[config.mk]
export PLATFORM = sky130hd
export DESIGN_NAME = tcht_ctrl
export DESIGN_NICKNAME = d
export VERILOG_FILES = /design/src/rtl/tcht_pkg.sv /design/src/rtl/tcht_ctrl.sv
export VERILOG_INCLUDE_DIRS = /design/src /design/src/rtl
export SDC_FILE = /design/constraint.sdc
export NUM_CORES = 1
export LEC_CHECK = 0
export BUFFER_PORTS_ARGS = -buffer_cell sky130_fd_sc_hd__buf_2
export CELL_PAD_IN_SITES_DETAIL_PLACEMENT = 0
export CELL_PAD_IN_SITES_GLOBAL_PLACEMENT = 2
export CORE_MARGIN = 8
export CORE_UTILIZATION = 38
export CTS_CLUSTER_SIZE = 28
export DETAILED_ROUTE_END_ITERATION = 7
export PLACE_DENSITY = 0.88
export SYNTH_ARGS = -nofsm -noshare
export SYNTH_HDL_FRONTEND = slang
export SYNTH_SLANG_ARGS = --single-unit
[constraint.sdc]
create_clock -name clk -period 6.61 [get_ports clk]
set_clock_uncertainty 0.15 [all_clocks]
set_input_delay 0 -clock clk [delete_from_list [all_inputs] [get_ports clk]]
set_output_delay 0 -clock clk [all_outputs]
set_load 0.1 [all_outputs]
[src/rtl/tree_chained_hash_table_top_macros.svh]
// Assertion macros used by the tree-chained hash table RTL.
`ifndef TREE_CHAINED_HASH_TABLE_TOP_MACROS_SVH
`define TREE_CHAINED_HASH_TABLE_TOP_MACROS_SVH
`ifndef SYNTH
// same-cycle implication
`define TCHT_ASSERT(label, clk, rst_n, ante, cons) \
    label: assert property (@(posedge clk) disable iff (!rst_n) (ante) |-> (cons)) \
        else $error("tcht assertion failed");
// next-cycle implication
`define TCHT_ASSERT_NEXT(label, clk, rst_n, ante, cons) \
    label: assert property (@(posedge clk) disable iff (!rst_n) (ante) |=> (cons)) \
        else $error("tcht assertion failed");
`else
`define TCHT_ASSERT(label, clk, rst_n, ante, cons)
`define TCHT_ASSERT_NEXT(label, clk, rst_n, ante, cons)
`endif
`endif

[src/rtl/tcht_pkg.sv]
// Types and constants of the tree-chained hash table.
package tcht_pkg;

    localparam int LINK_W     = 11;
    localparam int PROBE_W    = 5;
    localparam int CFG_IDX_W  = 2;
    localparam int CFG_DATA_W = 11;

    localparam logic [LINK_W-1:0] LINK_NONE = 11'h7FF;

    // slot kinds
    localparam logic [1:0] KIND_EMPTY = 2'd0;
    localparam logic [1:0] KIND_ROOT  = 2'd1;
    localparam logic [1:0] KIND_MOVED = 2'd2;

    // request kinds
    localparam logic OP_SET = 1'b0;
    localparam logic OP_GET = 1'b1;

    // response status codes
    localparam logic [2:0] ST_INSERTED  = 3'd0;
    localparam logic [2:0] ST_REPLACED  = 3'd1;
    localparam logic [2:0] ST_FOUND     = 3'd2;
    localparam logic [2:0] ST_NOT_FOUND = 3'd3;
    localparam logic [2:0] ST_FULL      = 3'd4;
    localparam logic [2:0] ST_NULL      = 3'd5;

    // config register indexes
    localparam logic [CFG_IDX_W-1:0] CFG_PROBE_RANGE = 2'd0;
    localparam logic [CFG_IDX_W-1:0] CFG_FILL_LIMIT  = 2'd1;

    typedef struct packed {
        logic        kind;
        logic [31:0] key;
        logic [31:0] value;
    } req_item_t;

    typedef struct packed {
        logic [2:0]  status;
        logic [31:0] result_value;
    } rsp_item_t;

    // one slot of the table
    typedef struct packed {
        logic [1:0]        kind;
        logic [31:0]       key;
        logic [31:0]       value;
        logic [LINK_W-1:0] left;
        logic [LINK_W-1:0] right;
        logic [LINK_W-1:0] parent;
    } row_t;

    // controller to slot store
    typedef struct packed {
        logic              rd_en;
        logic [LINK_W-1:0] rd_addr;
        logic              wr_en;
        logic [LINK_W-1:0] wr_addr;
        row_t              wr_data;
    } mem_req_t;

endpackage

[src/rtl/tcht_ctrl.sv]
// Sequencer: tree walk, slot claim, link patching and result register.
`include "tree_chained_hash_table_top_macros.svh"
module tcht_ctrl
    import tcht_pkg::*;
#(
    parameter int TABLE_SLOTS = 1024,
    parameter int IDX_W       = 10
)
(
    input  logic                  clk,
    input  logic                  rst_n,
    input  logic [PROBE_W-1:0]    probe_range,
    input  logic [LINK_W-1:0]     fill_limit,
    input  logic                  req_valid,
    output logic                  req_stall,
    input  req_item_t             req,
    output logic                  rsp_valid,
    input  logic                  rsp_stall,
    output rsp_item_t             rsp,
    output mem_req_t              mem_req,
    input  row_t                  rd_data
);

    localparam logic [LINK_W-1:0] SLOTS_L = LINK_W'(TABLE_SLOTS);
    localparam logic [IDX_W-1:0]  LAST_I  = IDX_W'(TABLE_SLOTS - 1);
    localparam int QN = 6;
    localparam int QI_W = 3;

    // sequencer states
    localparam logic [3:0] S_CLEAR    = 4'd0;
    localparam logic [3:0] S_IDLE     = 4'd1;
    localparam logic [3:0] S_HOME_RD  = 4'd2;
    localparam logic [3:0] S_WALK_EV  = 4'd3;
    localparam logic [3:0] S_CL_PROBE = 4'd4;
    localparam logic [3:0] S_CL_PEV   = 4'd5;
    localparam logic [3:0] S_CL_FH    = 4'd6;
    localparam logic [3:0] S_CL_FEV   = 4'd7;
    localparam logic [3:0] S_CL_WRITE = 4'd8;
    localparam logic [3:0] S_Q_SEL    = 4'd9;
    localparam logic [3:0] S_Q_WR     = 4'd10;
    localparam logic [3:0] S_FINISH   = 4'd11;

    // patch field codes
    localparam logic [2:0] F_LEFT   = 3'd0;
    localparam logic [2:0] F_RIGHT  = 3'd1;
    localparam logic [2:0] F_PARENT = 3'd2;
    localparam logic [2:0] F_PFIX   = 3'd3;
    localparam logic [2:0] F_ROOT   = 3'd4;

    typedef struct packed {
        logic              valid;
        logic [LINK_W-1:0] addr;
        logic [2:0]        fld;
        logic [LINK_W-1:0] val;
    } q_ent_t;

    logic [3:0]         state_reg, state_next;
    logic [IDX_W-1:0]   clr_idx_reg, clr_idx_next;
    logic [LINK_W-1:0]  fh_reg, fh_next;
    logic [LINK_W-1:0]  count_reg, count_next;
    logic               out_valid_reg, out_valid_next;
    rsp_item_t          out_reg, out_next;

    logic               kind_reg, kind_next;
    logic [31:0]        key_reg, key_next;
    logic [31:0]        val_reg, val_next;
    logic [IDX_W-1:0]   cur_reg, cur_next;
    logic [IDX_W-1:0]   steps_reg, steps_next;
    logic [LINK_W-1:0]  par_reg, par_next;
    logic [PROBE_W-1:0] probe_i_reg, probe_i_next;
    logic [IDX_W-1:0]   got_reg, got_next;
    row_t               claim_row_reg, claim_row_next;
    logic               claim_move_reg, claim_move_next;
    logic               side_right_reg, side_right_next;
    logic [2:0]         status_reg, status_next;
    logic [31:0]        resval_reg, resval_next;
    q_ent_t             q_reg [QN];
    q_ent_t             q_next [QN];
    logic [QI_W-1:0]    q_idx_reg, q_idx_next;

    logic [IDX_W-1:0]   home;
    logic [LINK_W-1:0]  home_link;
    logic [LINK_W-1:0]  probe_t;
    logic [LINK_W-1:0]  walk_nxt;
    logic               key_eq;
    logic               key_lt;
    row_t               patched;
    q_ent_t             q_cur;

    assign home      = key_reg[IDX_W-1:0];
    assign home_link = LINK_W'(home);
    assign probe_t   = par_reg + LINK_W'(probe_i_reg);
    assign key_eq    = (rd_data.key == key_reg);
    assign key_lt    = (rd_data.key < key_reg);
    assign walk_nxt  = key_lt ? rd_data.right : rd_data.left;
    assign q_cur     = q_reg[q_idx_reg];

    assign req_stall = (state_reg != S_IDLE);
    assign rsp_valid = out_valid_reg;
    assign rsp       = out_reg;

    // row after applying the current patch
    always_comb
    begin
        patched = rd_data;
        case (q_cur.fld)
            F_LEFT:   patched.left = q_cur.val;
            F_RIGHT:  patched.right = q_cur.val;
            F_PARENT: patched.parent = q_cur.val;
            F_PFIX:
            begin
                if (rd_data.right == home_link)
                begin
                    patched.right = q_cur.val;
                end
                else
                begin
                    patched.left = q_cur.val;
                end
            end
            F_ROOT:
            begin
                patched.kind   = KIND_ROOT;
                patched.key    = key_reg;
                patched.value  = val_reg;
                patched.left   = LINK_NONE;
                patched.right  = LINK_NONE;
                patched.parent = LINK_NONE;
            end
            default: patched = rd_data;
        endcase
    end

    // sequencer
    always_comb
    begin
        state_next      = state_reg;
        clr_idx_next    = clr_idx_reg;
        fh_next         = fh_reg;
        count_next      = count_reg;
        out_valid_next  = out_valid_reg;
        out_next        = out_reg;
        kind_next       = kind_reg;
        key_next        = key_reg;
        val_next        = val_reg;
        cur_next        = cur_reg;
        steps_next      = steps_reg;
        par_next        = par_reg;
        probe_i_next    = probe_i_reg;
        got_next        = got_reg;
        claim_row_next  = claim_row_reg;
        claim_move_next = claim_move_reg;
        side_right_next = side_right_reg;
        status_next     = status_reg;
        resval_next     = resval_reg;
        q_next          = q_reg;
        q_idx_next      = q_idx_reg;
        mem_req         = '0;

        if (out_valid_reg && !rsp_stall)
        begin
            out_valid_next = 1'b0;
        end

        case (state_reg)
            S_CLEAR:
            begin
                mem_req.wr_en          = 1'b1;
                mem_req.wr_addr        = LINK_W'(clr_idx_reg);
                mem_req.wr_data.kind   = KIND_EMPTY;
                mem_req.wr_data.left   = (clr_idx_reg == '0) ? LINK_NONE
                                         : LINK_W'(clr_idx_reg - 1'b1);
                mem_req.wr_data.right  = (clr_idx_reg == LAST_I) ? LINK_NONE
                                         : LINK_W'(clr_idx_reg) + 1'b1;
                mem_req.wr_data.parent = LINK_NONE;
                if (clr_idx_reg == LAST_I)
                begin
                    state_next = S_IDLE;
                end
                else
                begin
                    clr_idx_next = clr_idx_reg + 1'b1;
                end
            end

            S_IDLE:
            begin
                if (req_valid)
                begin
                    kind_next   = req.kind;
                    key_next    = req.key;
                    val_next    = req.value;
                    steps_next  = '0;
                    q_idx_next  = '0;
                    resval_next = '0;
                    for (int i = 0; i < QN; i++)
                    begin
                        q_next[i].valid = 1'b0;
                    end
                    if (req.kind == OP_SET && req.value == '0)
                    begin
                        status_next = ST_NULL;
                        state_next  = S_FINISH;
                    end
                    else if (req.kind == OP_SET && (count_reg >= fill_limit ||
                             count_reg >= SLOTS_L || fh_reg >= SLOTS_L))
                    begin
                        status_next = ST_FULL;
                        state_next  = S_FINISH;
                    end
                    else
                    begin
                        state_next = S_HOME_RD;
                    end
                end
            end

            S_HOME_RD:
            begin
                mem_req.rd_en   = 1'b1;
                mem_req.rd_addr = home_link;
                cur_next        = home;
                state_next      = S_WALK_EV;
            end

            S_WALK_EV:
            begin
                if (steps_reg == '0 && kind_reg == OP_GET && rd_data.kind != KIND_ROOT)
                begin
                    status_next = ST_NOT_FOUND;
                    state_next  = S_FINISH;
                end
                else if (steps_reg == '0 && kind_reg == OP_SET &&
                         rd_data.kind == KIND_EMPTY)
                begin
                    // take the home slot out of the free list and make it a root
                    q_next[0] = '{valid: (rd_data.left < SLOTS_L), addr: rd_data.left,
                                  fld: F_RIGHT, val: rd_data.right};
                    q_next[1] = '{valid: (rd_data.right < SLOTS_L), addr: rd_data.right,
                                  fld: F_LEFT, val: rd_data.left};
                    if (home_link == fh_reg)
                    begin
                        fh_next = rd_data.right;
                    end
                    mem_req.wr_en          = 1'b1;
                    mem_req.wr_addr        = home_link;
                    mem_req.wr_data.kind   = KIND_ROOT;
                    mem_req.wr_data.key    = key_reg;
                    mem_req.wr_data.value  = val_reg;
                    mem_req.wr_data.left   = LINK_NONE;
                    mem_req.wr_data.right  = LINK_NONE;
                    mem_req.wr_data.parent = LINK_NONE;
                    count_next  = count_reg + 1'b1;
                    status_next = ST_INSERTED;
                    state_next  = S_Q_SEL;
                end
                else if (steps_reg == '0 && kind_reg == OP_SET &&
                         rd_data.kind != KIND_ROOT)
                begin
                    // moved entry squats at home: relocate it first
                    claim_row_next      = rd_data;
                    claim_row_next.kind = KIND_MOVED;
                    par_next = (rd_data.parent < SLOTS_L) ? rd_data.parent : home_link;
                    claim_move_next = 1'b1;
                    probe_i_next    = '0;
                    status_next     = ST_INSERTED;
                    state_next      = S_CL_PROBE;
                end
                else if (key_eq)
                begin
                    resval_next = rd_data.value;
                    state_next  = S_FINISH;
                    if (kind_reg == OP_GET)
                    begin
                        status_next = ST_FOUND;
                    end
                    else
                    begin
                        mem_req.wr_en         = 1'b1;
                        mem_req.wr_addr       = LINK_W'(cur_reg);
                        mem_req.wr_data       = rd_data;
                        mem_req.wr_data.value = val_reg;
                        status_next = ST_REPLACED;
                    end
                end
                else if (walk_nxt >= SLOTS_L)
                begin
                    if (kind_reg == OP_GET)
                    begin
                        status_next = ST_NOT_FOUND;
                        state_next  = S_FINISH;
                    end
                    else
                    begin
                        // new leaf under the current node
                        claim_row_next = '{kind: KIND_MOVED, key: key_reg, value: val_reg,
                                           left: LINK_NONE, right: LINK_NONE,
                                           parent: LINK_W'(cur_reg)};
                        par_next        = LINK_W'(cur_reg);
                        claim_move_next = 1'b0;
                        side_right_next = key_lt;
                        probe_i_next    = '0;
                        status_next     = ST_INSERTED;
                        state_next      = S_CL_PROBE;
                    end
                end
                else if (steps_reg == LAST_I)
                begin
                    // walk guard
                    status_next = (kind_reg == OP_GET) ? ST_NOT_FOUND : ST_FULL;
                    state_next  = S_FINISH;
                end
                else
                begin
                    steps_next      = steps_reg + 1'b1;
                    cur_next        = walk_nxt[IDX_W-1:0];
                    mem_req.rd_en   = 1'b1;
                    mem_req.rd_addr = walk_nxt;
                end
            end

            S_CL_PROBE:
            begin
                if (probe_i_reg >= probe_range || probe_t >= SLOTS_L)
                begin
                    state_next = S_CL_FH;
                end
                else
                begin
                    mem_req.rd_en   = 1'b1;
                    mem_req.rd_addr = probe_t;
                    state_next      = S_CL_PEV;
                end
            end

            S_CL_PEV:
            begin
                if (rd_data.kind == KIND_EMPTY)
                begin
                    got_next  = probe_t[IDX_W-1:0];
                    q_next[0] = '{valid: (rd_data.left < SLOTS_L), addr: rd_data.left,
                                  fld: F_RIGHT, val: rd_data.right};
                    q_next[1] = '{valid: (rd_data.right < SLOTS_L), addr: rd_data.right,
                                  fld: F_LEFT, val: rd_data.left};
                    if (probe_t == fh_reg)
                    begin
                        fh_next = rd_data.right;
                    end
                    state_next = S_CL_WRITE;
                end
                else
                begin
                    probe_i_next = probe_i_reg + 1'b1;
                    state_next   = S_CL_PROBE;
                end
            end

            S_CL_FH:
            begin
                mem_req.rd_en   = 1'b1;
                mem_req.rd_addr = fh_reg;
                got_next        = fh_reg[IDX_W-1:0];
                state_next      = S_CL_FEV;
            end

            S_CL_FEV:
            begin
                fh_next   = rd_data.right;
                q_next[0] = '{valid: (rd_data.right < SLOTS_L), addr: rd_data.right,
                              fld: F_LEFT, val: LINK_NONE};
                state_next = S_CL_WRITE;
            end

            S_CL_WRITE:
            begin
                mem_req.wr_en   = 1'b1;
                mem_req.wr_addr = LINK_W'(got_reg);
                mem_req.wr_data = claim_row_reg;
                count_next      = count_reg + 1'b1;
                if (claim_move_reg)
                begin
                    // point the moved entry's neighbors at its new slot
                    q_next[2] = '{valid: (claim_row_reg.left < SLOTS_L),
                                  addr: claim_row_reg.left, fld: F_PARENT,
                                  val: LINK_W'(got_reg)};
                    q_next[3] = '{valid: (claim_row_reg.right < SLOTS_L),
                                  addr: claim_row_reg.right, fld: F_PARENT,
                                  val: LINK_W'(got_reg)};
                    q_next[4] = '{valid: (claim_row_reg.parent < SLOTS_L),
                                  addr: claim_row_reg.parent, fld: F_PFIX,
                                  val: LINK_W'(got_reg)};
                    q_next[5] = '{valid: 1'b1, addr: home_link, fld: F_ROOT,
                                  val: LINK_NONE};
                end
                else
                begin
                    q_next[2] = '{valid: 1'b1, addr: LINK_W'(cur_reg),
                                  fld: side_right_reg ? F_RIGHT : F_LEFT,
                                  val: LINK_W'(got_reg)};
                end
                state_next = S_Q_SEL;
            end

            S_Q_SEL:
            begin
                if (q_idx_reg == QI_W'(QN))
                begin
                    state_next = S_FINISH;
                end
                else if (q_cur.valid)
                begin
                    mem_req.rd_en   = 1'b1;
                    mem_req.rd_addr = q_cur.addr;
                    state_next      = S_Q_WR;
                end
                else
                begin
                    q_idx_next = q_idx_reg + 1'b1;
                end
            end

            S_Q_WR:
            begin
                mem_req.wr_en   = 1'b1;
                mem_req.wr_addr = q_cur.addr;
                mem_req.wr_data = patched;
                q_idx_next      = q_idx_reg + 1'b1;
                state_next      = S_Q_SEL;
            end

            S_FINISH:
            begin
                if (!out_valid_reg || !rsp_stall)
                begin
                    out_valid_next       = 1'b1;
                    out_next.status       = status_reg;
                    out_next.result_value = resval_reg;
                    state_next            = S_IDLE;
                end
            end

            default: state_next = S_IDLE;
        endcase
    end

    // control registers
    always_ff @(posedge clk or negedge rst_n)
    begin
        if (!rst_n)
        begin
            state_reg     <= S_CLEAR;
            clr_idx_reg   <= '0;
            fh_reg        <= '0;
            count_reg     <= '0;
            out_valid_reg <= 1'b0;
        end
        else
        begin
            state_reg     <= state_next;
            clr_idx_reg   <= clr_idx_next;
            fh_reg        <= fh_next;
            count_reg     <= count_next;
            out_valid_reg <= out_valid_next;
        end
    end

    // working registers
    always_ff @(posedge clk)
    begin
        out_reg        <= out_next;
        kind_reg       <= kind_next;
        key_reg        <= key_next;
        val_reg        <= val_next;
        cur_reg        <= cur_next;
        steps_reg      <= steps_next;
        par_reg        <= par_next;
        probe_i_reg    <= probe_i_next;
        got_reg        <= got_next;
        claim_row_reg  <= claim_row_next;
        claim_move_reg <= claim_move_next;
        side_right_reg <= side_right_next;
        status_reg     <= status_next;
        resval_reg     <= resval_next;
        q_reg          <= q_next;
        q_idx_reg      <= q_idx_next;
    end

    `TCHT_ASSERT(a_no_wr_idle, clk, rst_n, state_reg == S_IDLE, !mem_req.wr_en)
    `TCHT_ASSERT(a_count_max, clk, rst_n, 1'b1, count_reg <= SLOTS_L)
    `TCHT_ASSERT(a_one_port_op, clk, rst_n, mem_req.rd_en, !mem_req.wr_en)
    `TCHT_ASSERT_NEXT(a_busy_after_take, clk, rst_n, req_valid && !req_stall, state_reg != S_IDLE)

endmodule

==> impl_metrics.json <==
{
  "start_util": 0.382,
  "async_flop_share": 0.0849,
  "syn_nets": 2281,
  "maxCapViolations": 0,
  "clk_pin_slew_ns": 0.06,
  "placed_cell_area_um2": 25400,
  "end_kind": "output port",
  "core.rowCount": 90,
  "worstPathCellList": "inv_1 > ha_1 > nand4_1 > nor4_1 > and3_1 > and3_1 > or2_1 > buf_4 > a222oi_1 > inv_1 > buf_2",
  "clkLatencyLatePin_ns": 0.60,
  "ioPinCount": 344,
  "antenna_left": 0,
  "mappedNetlistArea_um2": 22900,
  "core-area_um2": 60000,
  "drc": 16,
  "placedCellCount": 3057,
  "ir_drop_v": 0.000334,
  "track_usage": 0.252,
  "die-area_um2": 68500,
  "tightestPinTransition_ns": 1.35,
  "syn_to_final_growth_pct": 26.6,
  "finalSetupTns_ns": 0,
  "hold_class": "in2reg",
  "numPortBuffers": 343,
  "r2r_cells": 10,
  "fmax_mhz": 184,
  "syn_inst": 2032,
  "avgSynthCellArea_um2": 11.3,
  "routed_wl_um": 89600,
  "critical_path.startpoint": "key_reg[29]$_DFFE_PP_",
  "status": "complete, but fails checks",
  "violations": "design-rule violations",
  "drive_gt1_frac": 0.212,
  "synth.distinct_cells": 82,
  "hold_viol": 0,
  "grt_start_max_net_pins": 78,
  "post-route-util": 0.484,
  "worstPathRequired_ns": 6.46,
  "antenna_found_initial": 7,
  "overflow": 0,
  "total_power_w": 0.0125,
  "ys_warn_count": 0,
  "cts_buffers": 49,
  "maxSlewViolCount": 0,
  "cts-htree-levels": 2,
  "vias_per_cell": 5.82,
  "power.density_nw_per_um2": 430,
  "clock_path_buffers": 3,
  "design_area_um2": 29100,
  "synth_edf_count": 399,
  "path_class": "reg2out",
  "dp_hpwl_um": 63500,
  "cts.sinks": 436,
  "grt_pass1_wl_um": 128000,
  "first_pass_iters": 8,
  "ys_seq_area_frac": 0.563,
  "ys_seq_elements": 436,
  "r2r_start": "key_reg[29]$_DFFE_PP_",
  "largest_reg_flops": 116,
  "crit_arrival_ns": 5.29,
  "min_from": "req[13]",
  "die_h_um": 262,
  "cp_slowest_cell": "or2_1",
  "post-cts-setup-buffers": 0,
  "yosys_most_used_dff": "edfxtp_1",
  "period_share": 0.823,
  "min_path_cells": 2,
  "p_leak_nw": 11.9,
  "cts_tree": "yes",
  "gp_congestion": 0.958,
  "setup_violations": 0,
  "layout.cells.non_filler": 3363,
  "clockRootBuffer": "clkbuf_16",
  "wl_per_cell_um": 26.6,
  "grt_pass1_vias": 19306,
  "die_x_um": 262,
  "nNetsFinal": 2792,
  "routed-via-count": 19587,
  "slew_headroom": 0.0895,
  "min_period_ns": 5.44,
  "drt_iter0_markers": 2479,
  "rsz0062_at_grt": "no",
  "worst_path_largest_cell_delay_ns": 0.89,
  "cp_max_fo": 26,
  "startpoint_type": "flop"
}
critical path, delay by kind of cell, from the launching register on:
family,cells,cell delay (ns)
compound gates,1,0.13
fa+ha+maj,1,0.30
buf+inv,4,0.91
flops,1,0.35
simple gates,5,2.97
metrics by stage:
stage	setup WS [ns]	hold WS (ns)
2_1_floorplan	1.13	-0.446
3_3_place_gp	1.99	0.0279
3_5_place_dp	1.91	0.0281
4_1_cts	1.25	0.000971
5_1_grt	0.937	0.0000962
6_report	1.17	0.0171
repair_timing:
action / 4_1_cts / 5_1_grt
gates resized for setup: 0 / 0
hold buffers: 217 / 0
endpoints found under the setup margin: 0 / 0
hold endpoints to repair: 364 / 0
where the power goes:
| group | switching (W) | internal [W] |
|---|---|---|
| Combinational | 0.00440 | 0.00135 |
| Sequential | 0.000454 | 0.00367 |
| Clock | 0.00114 | 0.00146 |
placed cells by master, fill, tap and decap left out, drive strengths merged, types with 37 or more instances in the layout:
master,instances
edfxtp,399
buf,385
nand2,249
dlygate4sd3,217
o21ai,168
inv,136
nor2,103
a21oi,99
a222oi,64
ha,64
clkbuf,57
mux2,48
xor2,44
and2,43
dfrtp,37
Yosys cell counts (12+ instances only):
cell / n / area [µm²]
o211ai_1: 26 / 195
o22ai_1: 12 / 75.1
a22oi_1: 14 / 105
inv_1: 134 / 503
a21oi_1: 96 / 480
dfrtp_1: 37 / 926
mux2_2: 38 / 428
or3_1: 24 / 150
nor4_1: 17 / 106
edfxtp_1: 399 / 12000
buf_2: 21 / 105
mux2i_1: 33 / 330
xor2_1: 44 / 385
nor3_1: 13 / 65.1
nand2_1: 246 / 923
a211oi_1: 17 / 128
and3_1: 19 / 119
nand2b_1: 20 / 125
xnor2_1: 30 / 263
a221oi_1: 36 / 315
nor2_1: 103 / 387
ha_1: 64 / 801
and2_1: 42 / 263
nand3_1: 32 / 160
nand4_1: 21 / 131
a222oi_1: 64 / 641
clkbuf_1: 101 / 379
o21ai_0: 153 / 766
cell type report:
class | count | area (µm²)
fill | 5428 | 31000
sequential | 436 | 12900
multi-input combinational | 1317 | 8930
timing repair buffer | 602 | 4220
clock buffer | 57 | 1280
tap | 782 | 978
inverter | 137 | 517
clock inverter | 30 | 214
antenna | 2 | 5.00
per-layer routing:
metal | track usage | up-vias | wire [µm]
li1 | - | 8625 | -
met2 | 0.392 | 1182 | 40700
met4 | 0.102 | 2 | 3750
met1 | 0.329 | 9577 | 34700
met3 | 0.0741 | 201 | 10400
met5 | 0.00511 | - | 45
path summary, 6_finish.rpt:
path / endpoint / slack (ns)
max in group asynchronous: count_reg[9]$_DFFE_PN0P_ / 4.67
worst min-delay path: val_reg[13]$_DFFE_PP_ / 0.02
worst max-delay path: mem_req[82] / 1.17
min in group asynchronous: count_reg[1]$_DFFE_PN0P_ / 0.45
worst min register to register: rsp[5]$_DFFE_PP_ / 0.27
worst max register to register: steps_reg[4]$_SDFFCE_PN0P_ / 2.15
kinds of logic (layout without fill, tap and decap cells):
| kind of cell | count (synthesis) | after routing | share of synthesized area |
|---|---|---|---|
| buffers and inverters | 279 | 826 | 0.0497 |
| DFF | 436 | 436 | 0.563 |
| AOI/OAI and AO/OA | 507 | 507 | 0.150 |
| xor gates and xnor gates | 78 | 78 | 0.0322 |
| other | 1 | 3 | 0.000163 |
| and+or+nand+nor | 574 | 574 | 0.119 |
| adders and majority gates | 65 | 65 | 0.0358 |
| muxes | 92 | 92 | 0.0504 |
No activity file was read; power rests on OpenSTA's default activity.
